**config.mk**
```make
export PLATFORM = sky130hd
export DESIGN_NAME = ebn_fifo
export DESIGN_NICKNAME = d
export VERILOG_FILES = /design/src/ebn_pkg.sv /design/src/ebn_fifo.sv
export SDC_FILE = /design/constraint.sdc
export NUM_CORES = 1
export LEC_CHECK = 0
export BUFFER_PORTS_ARGS = -buffer_cell sky130_fd_sc_hd__buf_4
export CAP_MARGIN = 20
export CORE_ASPECT_RATIO = 0.8
export CORE_MARGIN = 4
export CORE_UTILIZATION = 50
export DETAILED_ROUTE_END_ITERATION = 10
export PLACE_DENSITY = 0.71
export SYNTH_ARGS = -nofsm -noshare
export SYNTH_HDL_FRONTEND = slang
export SYNTH_SLANG_ARGS = --single-unit
```
**constraint.sdc**
```tcl
create_clock -name clk -period 3.5 [get_ports clk]
set_input_delay 0.525 -clock clk [delete_from_list [all_inputs] [get_ports clk]]
set_output_delay 0.525 -clock clk [all_outputs]
set_load 0.02 [all_outputs]
```
**src/ebn_pkg.sv**
```systemverilog
`timescale 1ns / 1ps
// ----------------------------------------------------------------------------
// ebn_pkg
// Shared constants, record types and state encodings of the band energy
// normalizer.
// ----------------------------------------------------------------------------
package ebn_pkg;

	localparam int NUM_BANDS     = 32;
	localparam int MAX_BAND_BINS = 64;
	localparam int SAMPLE_BITS   = 24;

	localparam int BAND_W  = $clog2(NUM_BANDS);
	localparam int CNT_W   = $clog2(MAX_BAND_BINS + 1);
	localparam int PSQ_W   = 2 * SAMPLE_BITS - 1;
	localparam int PW_W    = 2 * SAMPLE_BITS;
	localparam int ACC_W   = 64;
	localparam int MEAN_W  = 24;
	localparam int FEAT_W  = 16;
	localparam int SF_W    = 16;
	localparam int LOG_W   = 22;
	localparam int BNUM_W  = 5;
	localparam int FIFO_DEPTH = 4;
	localparam int FIFO_AW    = $clog2(FIFO_DEPTH);

	localparam int DB_FLOOR   = -1638400;
	localparam int DB_MAX     = 8388607;
	localparam int DB_MIN     = -8388608;
	localparam int TEN_LOG2   = 49321;
	localparam int LOG_BIAS   = (2 * (SAMPLE_BITS - 1)) * 65536;
	localparam int FEAT_MAX   = 32767;
	localparam int FEAT_MIN   = -32768;
	localparam int DIV_BIAS   = 160 * 1048576;
	localparam int FEAT_OFS   = 1048576;
	localparam int DIV_BITS   = 23;
	localparam int RECIP_5    = 13421773;  // ceil(2^26 / 5), exact below 2^26
	localparam int RECIP_SH   = 26;
	localparam int SF_RESET   = 64880;

	typedef struct packed {
		logic [ACC_W-1:0]  psum;
		logic [CNT_W-1:0]  cnt;
		logic [BAND_W-1:0] band;
		logic              fend;
	} band_rec_t;

	typedef enum logic [3:0] {
		S_IDLE, S_LOGP, S_LOGC, S_DB, S_SM1, S_SM2, S_FPREP, S_DIV, S_OUT
	} back_state_t;

	typedef enum logic [1:0] {
		L_IDLE, L_NORM, L_SQR, L_DONE
	} log_state_t;

	typedef logic [NUM_BANDS-1:0][MEAN_W-1:0] mean_tab_t;

	// linspace -60 dB .. -90 dB in Q9.14, rounded
	function automatic mean_tab_t mean_table();
		mean_tab_t t;
		longint    step;
		for (int e = 0; e < NUM_BANDS; e++) begin
			step = (64'sd491520 * e + (NUM_BANDS - 1) / 2) / (NUM_BANDS - 1);
			t[e] = MEAN_W'(-64'sd983040 - step);
		end
		return t;
	endfunction

	localparam mean_tab_t MEAN_INIT = mean_table();

endpackage

```
**src/ebn_fifo.sv**
```systemverilog
`timescale 1ns / 1ps
// ----------------------------------------------------------------------------
// ebn_fifo
// Short queue of closed band records between front and back.
// ----------------------------------------------------------------------------
module ebn_fifo (
	input  logic               clk,
	input  logic               arst_n,
	input  logic               push,
	input  ebn_pkg::band_rec_t push_data,
	output logic               full,
	input  logic               pop,
	output ebn_pkg::band_rec_t pop_data,
	output logic               empty
);
	import ebn_pkg::*;

	band_rec_t          buf_q [FIFO_DEPTH];
	logic [FIFO_AW-1:0] wptr_q, rptr_q;
	logic [FIFO_AW:0]   cnt_q;

	assign full     = (cnt_q == (FIFO_AW + 1)'(FIFO_DEPTH));
	assign empty    = (cnt_q == '0);
	assign pop_data = buf_q[rptr_q];

	always_ff @(posedge clk) begin
		if (push) begin
			buf_q[wptr_q] <= push_data;
		end
	end

	always_ff @(posedge clk or negedge arst_n) begin
		if (!arst_n) begin
			wptr_q <= '0;
			rptr_q <= '0;
			cnt_q  <= '0;
		end else begin
			if (push) wptr_q <= wptr_q + 1'b1;
			if (pop)  rptr_q <= rptr_q + 1'b1;
			if (push && !pop) cnt_q <= cnt_q + 1'b1;
			else if (pop && !push) cnt_q <= cnt_q - 1'b1;
		end
	end
endmodule

```
# Word-level counts from Yosys, hierarchy flattened
# Memory sizes are Yosys's and may differ from the RTL's.
# Cells that the tools add are included.
# W data, S select, Z words.
[word_totals] regBits=7 ramBits=308 inputBits=81 out_inout_bits=79 word_cells=19 mem_count=1
[op_classes] n_addsub=4 n_eq_ne=1 muxes=4 reduce_logical=6
[mem_list] name="buf_q" words=4 width=77 rd=1 rd_clocked_by_memory_dff=0 write_ports=1 line_no="ebn_fifo.sv:18" source="band_rec_t buf_q [FIFO_DEPTH];"
[op_table] op="$mux W3" count=2
[op_table] op="$add A2 B1 Y2 const B" count=2
[op_table] op="$add A3 B1 Y3 const B" count=1
[op_table] op="$eq A3 B3 Y1 const B" count=1
[op_table] op="$logic_not A3 Y1" count=1
[op_table] op="$sub A3 B1 Y3 const B" count=1
[op_table] op="$logic_and A1 B1 Y1" count=2
[op_table] op="$logic_not A1 Y1" count=2
[op_table] op="$mux W1" count=2
[op_table] op="$reduce_bool A2 Y1" count=1

# Logic depth before layout (Yosys ltp)
[logic_depth] ltp_word=4 mapped_depth=7 depth_no_buf=7

# Worst setup path after synthesis
# OpenSTA, ideal clock, no wires.
[synth_timing] path_kind="register to register" start="register wptr_q[0]" end="memory buf_q[2][0] in the netlist's numbering (enable)" setup_ns=0.444 arrival_time_ns=2.412 required_ns=3.056 path_slack_ns=0.645 path_stages_with_launch=4 path_buffers=0 period_less_slack_ns=2.855 path_cell_list="dfrtp_1 -> inv_1 -> ha_1 -> and2_1"
[synth_lines] element="start, declared" line_no="ebn_fifo.sv:19" source="logic [FIFO_AW-1:0] wptr_q, rptr_q;"
[synth_lines] element="start signal, assigned" line_no="ebn_fifo.sv:38" source="if (push) wptr_q <= wptr_q + 1'b1;"
[synth_lines] element="end, declared" line_no="ebn_fifo.sv:18"
# No word-level cell before the write port.

==> qor.csv <==
metric;value;unit
status;complete, no violations;
worstPathArrival;2.46;ns
detailedPlace.worstSlack;1.012;ns
ys_top_cells_by_count;308 x edfxtp_1, 77 x mux4_2, 7 x buf_2, 7 x dfrtp_1, 5 x ha_1;
nNetsFinal;704;
gp_congestion;0.7282;
grt_pass1_vias;5513;
crit_fanout;24;
cts_buffers;29;
root_buffer;clkbuf_16;
synth_seq_cells;315;
coreArea;22560;um2
yosysTopAreaCell;edfxtp_1;
final_cells;944;
leakage;4.790;nW
cts_max_path_buffers;3;
synth.area.top_cells;edfxtp_1 80%, mux4_2 15%, dfrtp_1 1.5%;
grt_max_degree;44;
clk_pin_slew;0.06;ns
cpPeakStageDelay;0.74;ns
first_pass_iters;4;
ys.flop_type;edfxtp_1;
synthArstFlopShare;2.222;%
avgSynthCellArea;26.33;um2
portBuffers;159;
final_area;14030;um2
hp-class;in -> reg;
grt_setup_unrepaired;no;
setup_viol;0;
layout_setup_ws;0.5196;ns
clock_latency;0.52;ns
cts_tree;built;
cp-start-kind;register;
die_h;143.7;um
netlist_instances;437;
ys_seq_area_share;81.91;%
die_area;25520;um2
timing.final.crit_share;85.15;%
slew_viol_final;0;
ir_worst_vdd;0.5235;mV
critPathTopFamily;flip-flops;
max_clock_freq;335.5;MHz
yosysTopAreaCellShare;80.39;%
vias;5025;
syn_area;11500;um2
ant_nets;0;
finalCriticalPeriod;2.980;ns
wl_per_cell;21.64;um
path_common_cell;buf_4;
fin_setup_tns;0;ns
num_io_pins;160;
area_growth;21.91;%
antenna_found_initial;0;
critPathRequiredTime;2.97;ns
grt_pass1_wl;31730;um
maxSlewHeadroom;59.09;%
avgViaCountPerCell;5.323;
fillers;1589;
route.detailed.drc;0;
dieWidth;177.6;um
rows;49;
synth_edf_count;308;
grt_usage;16.31;%
post_cts_buffers;0;
pwr_density_cell;872.9;nW/um2
synth_cell_types;20;
antenna_cells;0;
hpwl;12190;um
routed_wl;20430;um
synth.most_common_cell;edfxtp_1;
clock_sinks;315;
skew;0.007005;ns
finalPower;12.24;mW
end_kind;output pin;
yosys_warnings;0;
start_util;50.99;%
maxCapViolations;0;
place_area;13100;um2
crit_path_cell_trace;buf_4 -> mux4_2 -> buf_4;
tightest_slew;0.6137;ns
final_util;62.17;%
critPathKind;reg -> out;
hold_ws;0.1986;ns
register_area;9432;um2
cp_num_buf_inv;2;
drt_first_iter_violations;368;
cp_slowest_cell;dfrtp_4;
multi_input_area;1944;um2
htree_levels;1;
dpl.cell_count;891;
syn_nets;524;
drive_gt1_share;44.83;%
grt-ovfl-total;0;
hold_viol_final;0;
## cell usage in the layout, fill, tap and decap left out, drive strengths merged
master       count
fa               1
and2             4
xnor2            2
mux4            77
edfxtp         308
dfrtp            7
buf            166
ha               5
o21ai            1
dlygate4sd3      1
nor2             1
xor2             4
nand2            2
clkinv          11
inv              4
clkbuf          37
bufinv           4
nor3b            1
mux2             1
nor3             1
## routing by layer
layer | up-vias | track usage, % | share of wire [%]
met3 | 29 | 5.576 | 9.6
met2 | 155 | 26.35 | 49
li1 | 2231 | - | -
met5 | - | 0 | 0
met1 | 2610 | 22.15 | 40
met4 | 0 | 3.336 | 1.6
## area by class of cell
cell class | count | area share (%)
flip-flops and latches | 315 | 67.24
inverters | 4 | 0.1070
well taps | 306 | 2.730
clock buffers | 37 | 5.388
clock inverters | 15 | 1.178
repair buffers | 167 | 9.492
multi-input cells | 100 | 13.86
## worst paths after layout
path / startpoint / end / slack [ns] / cells after the start
min in group asynchronous: arst_n / wptr_q[1]$_DFFE_PN0P_ / 0.35 / 2
worst max-delay path: rptr_q[0]$_DFFE_PN0P_ / pop_data[59] / 0.52 / 3
worst min register to register: cnt_q[2]$_DFFE_PN0P_ / cnt_q[2]$_DFFE_PN0P_ / 0.49 / 1
max in group asynchronous: arst_n / rptr_q[1]$_DFFE_PN0P_ / 3.00 / 2
worst min-delay path: push_data[26] / buf_q[2][26]$_DFFE_PP_ / 0.20 / 1
worst max register to register: wptr_q[1]$_DFFE_PN0P_ / buf_q[0][28]$_DFFE_PP_ / 1.61 / 4
## sequential cells by signal, indices dropped and copies added (netlist names)
register	cells
wptr_q	2
cnt_q	3
rptr_q	2
buf_q	308
## timing repair
item | CTS | global route
endpoints found under the hold margin | 7 | 0
gates resized for setup | 0 | 0
hold buffers | 1 | 0
## where the power goes
part	switching (mW)	internal, mW	leakage [nW]	total [mW]
clock network	1.23	1.81	0.448	3.04
logic	2.08	1.85	1.43	3.93
registers	0.339	4.94	2.91	5.28
total	3.65	8.60	4.79	12.2
## logic make-up after synthesis
logic type,synth area share (%)
flops,81.91
mux,15.17
buf+inv,1.272
simple gates,0.4241
xor+xnor,0.4568
fa+ha+maj,0.7178
compound gates,0.04346
(Power assumes the default switching activity.)
