$ cat src/ebn_pkg.sv
`timescale 1ns / 1ps
// ----------------------------------------------------------------------------
// ebn_pkg
// Shared constants, record types and state encodings of the band energy
// normalizer.
// ----------------------------------------------------------------------------
package ebn_pkg;

	localparam int NUM_BANDS     = 32;
	localparam int MAX_BAND_BINS = 64;
	localparam int SAMPLE_BITS   = 24;

	localparam int BAND_W  = $clog2(NUM_BANDS);
	localparam int CNT_W   = $clog2(MAX_BAND_BINS + 1);
	localparam int PSQ_W   = 2 * SAMPLE_BITS - 1;
	localparam int PW_W    = 2 * SAMPLE_BITS;
	localparam int ACC_W   = 64;
	localparam int MEAN_W  = 24;
	localparam int FEAT_W  = 16;
	localparam int SF_W    = 16;
	localparam int LOG_W   = 22;
	localparam int BNUM_W  = 5;
	localparam int FIFO_DEPTH = 4;
	localparam int FIFO_AW    = $clog2(FIFO_DEPTH);

	localparam int DB_FLOOR   = -1638400;
	localparam int DB_MAX     = 8388607;
	localparam int DB_MIN     = -8388608;
	localparam int TEN_LOG2   = 49321;
	localparam int LOG_BIAS   = (2 * (SAMPLE_BITS - 1)) * 65536;
	localparam int FEAT_MAX   = 32767;
	localparam int FEAT_MIN   = -32768;
	localparam int DIV_BIAS   = 160 * 1048576;
	localparam int FEAT_OFS   = 1048576;
	localparam int DIV_BITS   = 23;
	localparam int RECIP_5    = 13421773;  // ceil(2^26 / 5), exact below 2^26
	localparam int RECIP_SH   = 26;
	localparam int SF_RESET   = 64880;

	typedef struct packed {
		logic [ACC_W-1:0]  psum;
		logic [CNT_W-1:0]  cnt;
		logic [BAND_W-1:0] band;
		logic              fend;
	} band_rec_t;

	typedef enum logic [3:0] {
		S_IDLE, S_LOGP, S_LOGC, S_DB, S_SM1, S_SM2, S_FPREP, S_DIV, S_OUT
	} back_state_t;

	typedef enum logic [1:0] {
		L_IDLE, L_NORM, L_SQR, L_DONE
	} log_state_t;

	typedef logic [NUM_BANDS-1:0][MEAN_W-1:0] mean_tab_t;

	// linspace -60 dB .. -90 dB in Q9.14, rounded
	function automatic mean_tab_t mean_table();
		mean_tab_t t;
		longint    step;
		for (int e = 0; e < NUM_BANDS; e++) begin
			step = (64'sd491520 * e + (NUM_BANDS - 1) / 2) / (NUM_BANDS - 1);
			t[e] = MEAN_W'(-64'sd983040 - step);
		end
		return t;
	endfunction

	localparam mean_tab_t MEAN_INIT = mean_table();

endpackage

$ cat src/ebn_if.sv
`timescale 1ns / 1ps
// ----------------------------------------------------------------------------
// ebn_if
// Valid/ready channels for spectrum bins and band features.
// ----------------------------------------------------------------------------
interface ebn_bin_if;
	import ebn_pkg::*;
	logic                          valid;
	logic                          ready;
	logic signed [SAMPLE_BITS-1:0] real_part;
	logic signed [SAMPLE_BITS-1:0] imag_part;
	logic                          band_end;
	logic                          frame_end;
	modport source (output valid, real_part, imag_part, band_end, frame_end, input ready);
	modport sink (input valid, real_part, imag_part, band_end, frame_end, output ready);
endinterface


$ cat src/ebn_front.sv
`timescale 1ns / 1ps
// ----------------------------------------------------------------------------
// ebn_front
// Squares incoming bins, accumulates band power and bin count, and queues
// a record for every closed band.
// ----------------------------------------------------------------------------
module ebn_front (
	input  logic               clk,
	input  logic               arst_n,
	ebn_bin_if.sink            bin_in,
	output logic               push,
	output ebn_pkg::band_rec_t push_data,
	input  logic               full
);
	import ebn_pkg::*;

	logic signed [PW_W-1:0] re_sq, im_sq;
	logic                   valid_s1, bend_s1, fend_s1;
	logic [PSQ_W-1:0]       re2_s1, im2_s1;
	logic [ACC_W-1:0]       acc_q, acc_new;
	logic [CNT_W-1:0]       cnt_q, cnt_new;
	logic [BAND_W-1:0]      band_q;
	logic [PW_W-1:0]        pw;
	logic [ACC_W:0]         sum;
	logic                   advance;

	assign re_sq = bin_in.real_part * bin_in.real_part;
	assign im_sq = bin_in.imag_part * bin_in.imag_part;

	assign advance      = valid_s1 && (!bend_s1 || !full);
	assign bin_in.ready = !valid_s1 || advance;

	assign pw      = {1'b0, re2_s1} + {1'b0, im2_s1};
	assign sum     = {1'b0, acc_q} + (ACC_W + 1)'(pw);
	assign acc_new = sum[ACC_W] ? '1 : sum[ACC_W-1:0];
	assign cnt_new = (cnt_q == CNT_W'(MAX_BAND_BINS)) ? cnt_q : cnt_q + 1'b1;

	assign push           = advance && bend_s1;
	assign push_data.psum = acc_new;
	assign push_data.cnt  = cnt_new;
	assign push_data.band = band_q;
	assign push_data.fend = fend_s1;

	always_ff @(posedge clk) begin
		if (bin_in.valid && bin_in.ready) begin
			re2_s1  <= re_sq[PSQ_W-1:0];
			im2_s1  <= im_sq[PSQ_W-1:0];
			bend_s1 <= bin_in.band_end || bin_in.frame_end;
			fend_s1 <= bin_in.frame_end;
		end
	end

	always_ff @(posedge clk or negedge arst_n) begin
		if (!arst_n) begin
			valid_s1 <= 1'b0;
			acc_q    <= '0;
			cnt_q    <= '0;
			band_q   <= '0;
		end else begin
			if (bin_in.ready) valid_s1 <= bin_in.valid;
			if (advance) begin
				if (bend_s1) begin
					acc_q <= '0;
					cnt_q <= '0;
					if (fend_s1 || band_q == BAND_W'(NUM_BANDS - 1)) band_q <= '0;
					else band_q <= band_q + 1'b1;
				end else begin
					acc_q <= acc_new;
					cnt_q <= cnt_new;
				end
			end
		end
	end
endmodule

$ cat src/flat_wrapper.sv
// flat-port wrapper written by rule: the top's interface ports become plain ports
module ebn_front_flat import ebn_pkg::*;
  (clk, arst_n, push, push_data, full, bin_in_valid, bin_in_real_part, bin_in_imag_part, bin_in_band_end, bin_in_frame_end, bin_in_ready);
  ebn_bin_if bin_in_i ();
  input  logic clk;
  input  logic arst_n;
  output logic push;
  output ebn_pkg::band_rec_t push_data;
  input  logic full;
  input wire logic [$bits(bin_in_i.valid)-1:0] bin_in_valid;
  input wire logic [$bits(bin_in_i.real_part)-1:0] bin_in_real_part;
  input wire logic [$bits(bin_in_i.imag_part)-1:0] bin_in_imag_part;
  input wire logic [$bits(bin_in_i.band_end)-1:0] bin_in_band_end;
  input wire logic [$bits(bin_in_i.frame_end)-1:0] bin_in_frame_end;
  output wire logic [$bits(bin_in_i.ready)-1:0] bin_in_ready;
  assign bin_in_i.valid = bin_in_valid;
  assign bin_in_i.real_part = bin_in_real_part;
  assign bin_in_i.imag_part = bin_in_imag_part;
  assign bin_in_i.band_end = bin_in_band_end;
  assign bin_in_i.frame_end = bin_in_frame_end;
  assign bin_in_ready = bin_in_i.ready;
  ebn_front u_core (.clk(clk), .arst_n(arst_n), .bin_in(bin_in_i), .push(push), .push_data(push_data), .full(full));
endmodule
$ cat config.mk
export PLATFORM = sky130hd
export DESIGN_NAME = ebn_front_flat
export DESIGN_NICKNAME = d
export VERILOG_FILES = /design/src/ebn_pkg.sv /design/src/ebn_if.sv /design/src/ebn_front.sv /design/src/flat_wrapper.sv
export SDC_FILE = /design/constraint.sdc
export NUM_CORES = 2
export LEC_CHECK = 0
export BUFFER_PORTS_ARGS = -buffer_cell sky130_fd_sc_hd__clkbuf_2
export CAP_MARGIN = 20
export CORE_MARGIN = 2
export CORE_UTILIZATION = 60
export CTS_BUF_LIST = sky130_fd_sc_hd__clkbuf_8
export DETAILED_ROUTE_END_ITERATION = 7
export GPL_TIMING_DRIVEN = 0
export PLACE_DENSITY = 0.85
export SETUP_SLACK_MARGIN = 0.2
export SYNTH_ARGS = -nofsm -noshare
export SYNTH_HDL_FRONTEND = slang
export SYNTH_SLANG_ARGS = --single-unit
export TNS_END_PERCENT = 5
$ cat constraint.sdc
create_clock -name clk -period 7.4 [get_ports clk]
set_clock_uncertainty 0.2 [all_clocks]
set_input_delay 1.48 -clock clk [delete_from_list [all_inputs] [get_ports clk]]
set_output_delay 1.48 -clock clk [all_outputs]
set_load 0.02 [all_outputs]
## Word level (Yosys, flattened, before mapping)

Index checks and enable logic that the tools add are counted.

| storage, ports and cells | value |
|---|---|
| flip-flop bits (word level) | 173 |
| bits of input ports | 54 |
| output and inout port bits | 79 |
| logic and storage cells | 32 |

| operators by class | value |
|---|---|
| add/sub/neg operators | 4 |
| multipliers | 2 |
| equality and inequality tests | 2 |
| multiplexer cells | 5 |
| reduce and logical (&&, ||, !) cells | 11 |

Operator list:

| kind | count |
|---|---|
| two-way mux 64 bit | 2 |
| multiplier 24 x 24 -> 47 bit | 2 |
| adder 64 x 48 -> 65 bit | 1 |
| adder 47 x 47 -> 48 bit | 1 |
| two-way mux 7 bit | 2 |
| adder 7 x 1 -> 7 bit, second input constant | 1 |
| == test 7 bit, second input constant | 1 |
| adder 5 x 1 -> 5 bit, second input constant | 1 |
| == test 5 bit, second input constant | 1 |
| two-way mux 5 bit | 1 |
| logical OR 1 bit | 4 |
| logical AND 1 bit | 3 |
| logical NOT 1 bit | 3 |
| AND reduction 2 bit | 1 |

## Longest topological paths before layout

| logic depth | value |
|---|---|
| depth in word-level cells | 5 |
| depth in mapped cells | 28 |
| mapped depth without buffers | 26 |

## Least setup slack after synthesis

OpenSTA, ideal clock, no wires.

| path | value |
|---|---|
| path kind | input -> register |
| start | in bin_in_real_part[23] |
| end | reg u_core.re2_s1[41] (data pin) |
| library setup time | 0.260 ns |
| data arrival time | 8.129 ns |
| data required time | 6.940 ns |
| slack | -1.189 ns |
| cell stages on the path | 26 |
| path through | clkbuf_1 clkbuf_1 nand2_1 inv_1 fa_1 fa_1 inv_1 fa_1 inv_1 fa_1 fa_1 fa_1 inv_1 fa_1 inv_1 ha_1 and3_1 and4_1 a31oi_1 o21ai_0 o21a_1 a211oi_1 o31ai_2 a21o_1 a21oi_1 xnor2_1 |

| on the way | value |
|---|---|
| cells in the longest elaborated chain, start to end | 1 |

RTL lines:

| element | line | RTL |
|---|---|---|
| start, declared | flat_wrapper.sv:11 | `input wire logic [$bits(bin_in_i.real_part)-1:0] bin_in_real_part;` |
| multiplier 24 x 24 -> 47 bit | ebn_front.sv:27 | `assign re_sq = bin_in.real_part * bin_in.real_part;` |
| named net u_core.re_sq[41] | ebn_front.sv:17 | `logic signed [PW_W-1:0] re_sq, im_sq;` |
| end signal, assigned | ebn_front.sv:46 | `re2_s1 <= re_sq[PSQ_W-1:0];` |
| end, declared | ebn_front.sv:19 | `logic [PSQ_W-1:0] re2_s1, im2_s1;` |

The timed path passes the listed nets, and every way through them passes these cells.
A chain may end at the register's enable or synchronous reset.

## Worst setup path in the final report

| path | value |
|---|---|
| start | in bin_in_imag_part[7] |
| end | reg u_core.im2_s1[46] (data pin) |

| on the way | value |
|---|---|
| cells in the longest elaborated chain, start to end | 1 |

RTL lines:

| element | line | RTL |
|---|---|---|
| start, declared | flat_wrapper.sv:12 | `input wire logic [$bits(bin_in_i.imag_part)-1:0] bin_in_imag_part;` |
| multiplier 24 x 24 -> 47 bit | ebn_front.sv:28 | `assign im_sq = bin_in.imag_part * bin_in.imag_part;` |
| named net u_core.im_sq[46] | ebn_front.sv:17 |  |
| end signal, assigned | ebn_front.sv:47 | `im2_s1 <= im_sq[PSQ_W-1:0];` |
| end, declared | ebn_front.sv:19 |  |

The timed path passes the listed nets, and every way through them passes these cells.

==> results.yml <==
outcome:
  status: "complete, but fails checks"
  failed_checks: "negative setup slack"
timing:
  worst-slew-pin-transition_ns: 1.23
  timing_max_transition_violations_final: 0
  finalCriticalPeriod_ns: 8.03
  min_period_over_period_pct: 109
  final.setup.tns_ns: -16.11
  relSlewSlack_pct: 18.0
  setup_viol_count_final: 45
  timing.final.hold_violations: 0
  post-route-worst-setup-slack_ns: -0.634
  hold-worst-slack_ns: 0.330
  timing.fmax_mhz: 124
  rsz0062_at_grt: "yes"
global_route:
  via_count_of_the_first_global_routing_pass: 39789
  overflow: 0
  globalRouteTotalUtil_pct: 33.7
  pin_count_of_the_biggest_net_entering_global_routing: 51
  grt_pass1_wl_um: 211000
  number_of_antenna_violations_at_the_first_check_in_global_routing: 2
finish:
  layout.cells.most_common_list: "1329 x sky130_fd_sc_hd__inv_1, 1103 x sky130_fd_sc_hd__fa_1, 456 x sky130_fd_sc_hd__nand2_1"
  num-fill-cells: 5551
  synthToLayoutAreaGrowth_pct: 14.5
  num-nets-final: 6721
  antenna-diode-count: 0
  final_layout_size_suffix_gt1_share_pct: 13.6
  leading_cell_type_in_the_layout_fill_and_taps_excluded: "sky130_fd_sc_hd__inv_1"
  final_core_util_pct: 69.3
floorplanning:
  die-height_um: 286
  initial_core_util_pct: 60.5
  placement_rows: 103
  die_width_um: 286
  ioPinCount: 133
  core_area_um2: 78900
  die-area_um2: 81800
drt:
  drt_drc_violations_left: 0
  postRouteAntennaNets: 0
  detailed_route_via_count: 36153
  via_per_inst: 5.78
  drt_pass1_iterations: 6
  wl_um: 135000
  first_iter_violations: 3057
  route.detailed.wl_per_inst_um: 21.5
yosys:
  synth_area_per_cell_um2: 9.74
  xor_xnor_share_of_the_synthesized_area_pct: 3.25
  synth_area_um2: 47700
  synth.ff_latch_count: 171
  synth_top_family_by_area: "adder cells"
  synth_compound_gate_area_share_pct: 7.88
  synthMuxAreaShare_pct: 0.0865
  seq_area_frac_synth_pct: 9.95
  synth.net_count: 6430
  postSynthCellCount: 4899
  yosysUniqueCellTypes: 85
  async_reset_ff_share_pct: 45.0
  dominantRegCellSynth: "sky130_fd_sc_hd__edfxtp_1"
  synth_fa_ha_area_share_pct: 56.7
  synth-edff-count: 94
  ys_warns: 0
  synth-simple-area-share_pct: 10.1
cts:
  clock_insertion_delay_worst_skew_ns: 0.51
  cts_htree_levels: 4
  cts-root-to-sink-buffers: 2
  cts.reportedPaths.clkPinSlew_ns: 0.11
  holdBufCountCts: 0
  cts_made_buffers: 17
  clkSinkCount: 171
  root_buffer: "sky130_fd_sc_hd__clkbuf_8"
  cts_tree: "built"
worst_setup_path:
  start_kind: "input port"
  worst_setup_path_end_kind: "flip-flop"
  critical_path.max_stage_delay_ns: 0.64
  required_time_at_the_endpoint_of_the_critical_path_ns: 7.46
  cpMostUsedCell: "sky130_fd_sc_hd__fa_1"
  worst-path-max-fanout: 7
  timing.critical_path.slowest_stage_cell: "sky130_fd_sc_hd__fa_1"
  cpLargestDelayFamily: "adder cells"
  critical_path.n_buffers_inverters: 10
  worst-setup-path-type: "in -> reg"
  timing.critical_path.arrival_ns: 8.10
min_path:
  hp-class: "reg -> reg"
placed_design:
  final_estimated_routing_congestion_in_global_placement: 0.986
  dp.final_hpwl_um: 105000
  buffer_ports.inserted: 132
flow_run:
  drv.max_cap_violation_count: 0
==> worst paths after layout <==
kind | from | end | slack [ns] | cells past startpoint
setup / recovery | bin_in_imag_part[7] | u_core.im2_s1[46]$_DFFE_PP_ | -0.63 | 28
hold / removal | u_core.acc_q[1]$_DFFE_PN0P_ | u_core.acc_q[1]$_DFFE_PN0P_ | 0.33 | 1
setup reg to reg | u_core.im2_s1[11]$_DFFE_PP_ | u_core.acc_q[24]$_DFFE_PN0P_ | 2.58 | 14
hold reg to reg | u_core.acc_q[1]$_DFFE_PN0P_ | u_core.acc_q[1]$_DFFE_PN0P_ | 0.33 | 1
max in group asynchronous | arst_n | u_core.acc_q[20]$_DFFE_PN0P_ | 5.60 | 2
min in group asynchronous | arst_n | u_core.acc_q[55]$_DFFE_PN0P_ | 0.73 | 1
==> cells in the mapped netlist (77+ instances only) <==
| cell | number | share of area, % |
|---|---|---|
| sky130_fd_sc_hd__fa_1 | 1142 | 48 |
| sky130_fd_sc_hd__and2_1 | 207 | 2.7 |
| sky130_fd_sc_hd__a21oi_1 | 135 | 1.4 |
| sky130_fd_sc_hd__xnor2_1 | 119 | 2.2 |
| sky130_fd_sc_hd__edfxtp_1 | 94 | 5.9 |
| sky130_fd_sc_hd__clkbuf_1 | 130 | 1.0 |
| sky130_fd_sc_hd__dfrtp_1 | 77 | 4.0 |
| sky130_fd_sc_hd__inv_1 | 1368 | 11 |
| sky130_fd_sc_hd__ha_1 | 335 | 8.8 |
| sky130_fd_sc_hd__nand2_1 | 489 | 3.8 |
| sky130_fd_sc_hd__o21ai_0 | 83 | 0.87 |
| sky130_fd_sc_hd__a21o_1 | 90 | 1.4 |
| sky130_fd_sc_hd__nor2_1 | 105 | 0.83 |
==> registers in the layout (all words and copies together) (netlist names) <==
name	flops
u_core.acc_q	64
u_core.im2_s1	46
u_core.valid_s1	1
u_core.bend_s1	1
u_core.fend_s1	1
u_core.band_q	5
u_core.re2_s1	46
u_core.cnt_q	7
==> cell families (layout without fill, tap and decap cells) <==
| logic type | count (synthesis) | count (layout) |
|---|---|---|
| compound gates | 540 | 540 |
| xor+xnor | 177 | 177 |
| fa+ha+maj | 1477 | 1477 |
| buf+inv | 1521 | 1825 |
| flops | 171 | 171 |
| mux | 4 | 4 |
| other cells | 2 | 2 |
| simple gates | 1007 | 1007 |
==> layer usage <==
metal / GRT usage (%) / wire length, um / vias up
li1: - / - / 15262
met1: 43.4 / 48900 / 18331
met2: 54.9 / 64100 / 1989
met3: 8.24 / 14600 / 567
met4: 14.2 / 6940 / 4
met5: 0 / 23 / -
==> area by class of cell <==
cell class	instances	area (um2)	share of cell area, %
multi-input cells	3207	38300	70.1
clock inverters	15	171	0.314
plain buffers	151	2350	4.30
well taps	1050	1310	2.41
inverters	1370	5170	9.46
repair buffers	272	2350	4.31
clock buffers	17	234	0.428
flip-flops and latches	171	4750	8.70
==> what timing repair did <==
| item | 4_1_cts | 5_1_grt |
|---|---|---|
| buffers inserted | 88 | 49 |
| gates resized for setup | 548 | 149 |
| cloned | 1 | 0 |
| setup endpoints to repair | 64 | 59 |
| pin swaps | 122 | 92 |
==> stage by stage <==
| stage | std cells | setup slack [ns] | area (um2) |
|---|---|---|---|
| CTS | 6204 | -0.481 | 53900 |
| finish | 6253 | -0.634 | 54600 |
| global placement | 6081 | -2.12 | 50100 |
| detailed placement | 6083 | -2.29 | 50100 |
| floorplan | 4899 | -0.530 | 48100 |
| global route | 6253 | -0.797 | 54600 |
Power is not shown: default switching activity piles up to over one toggle a cycle in this logic, so the estimate is an artifact.
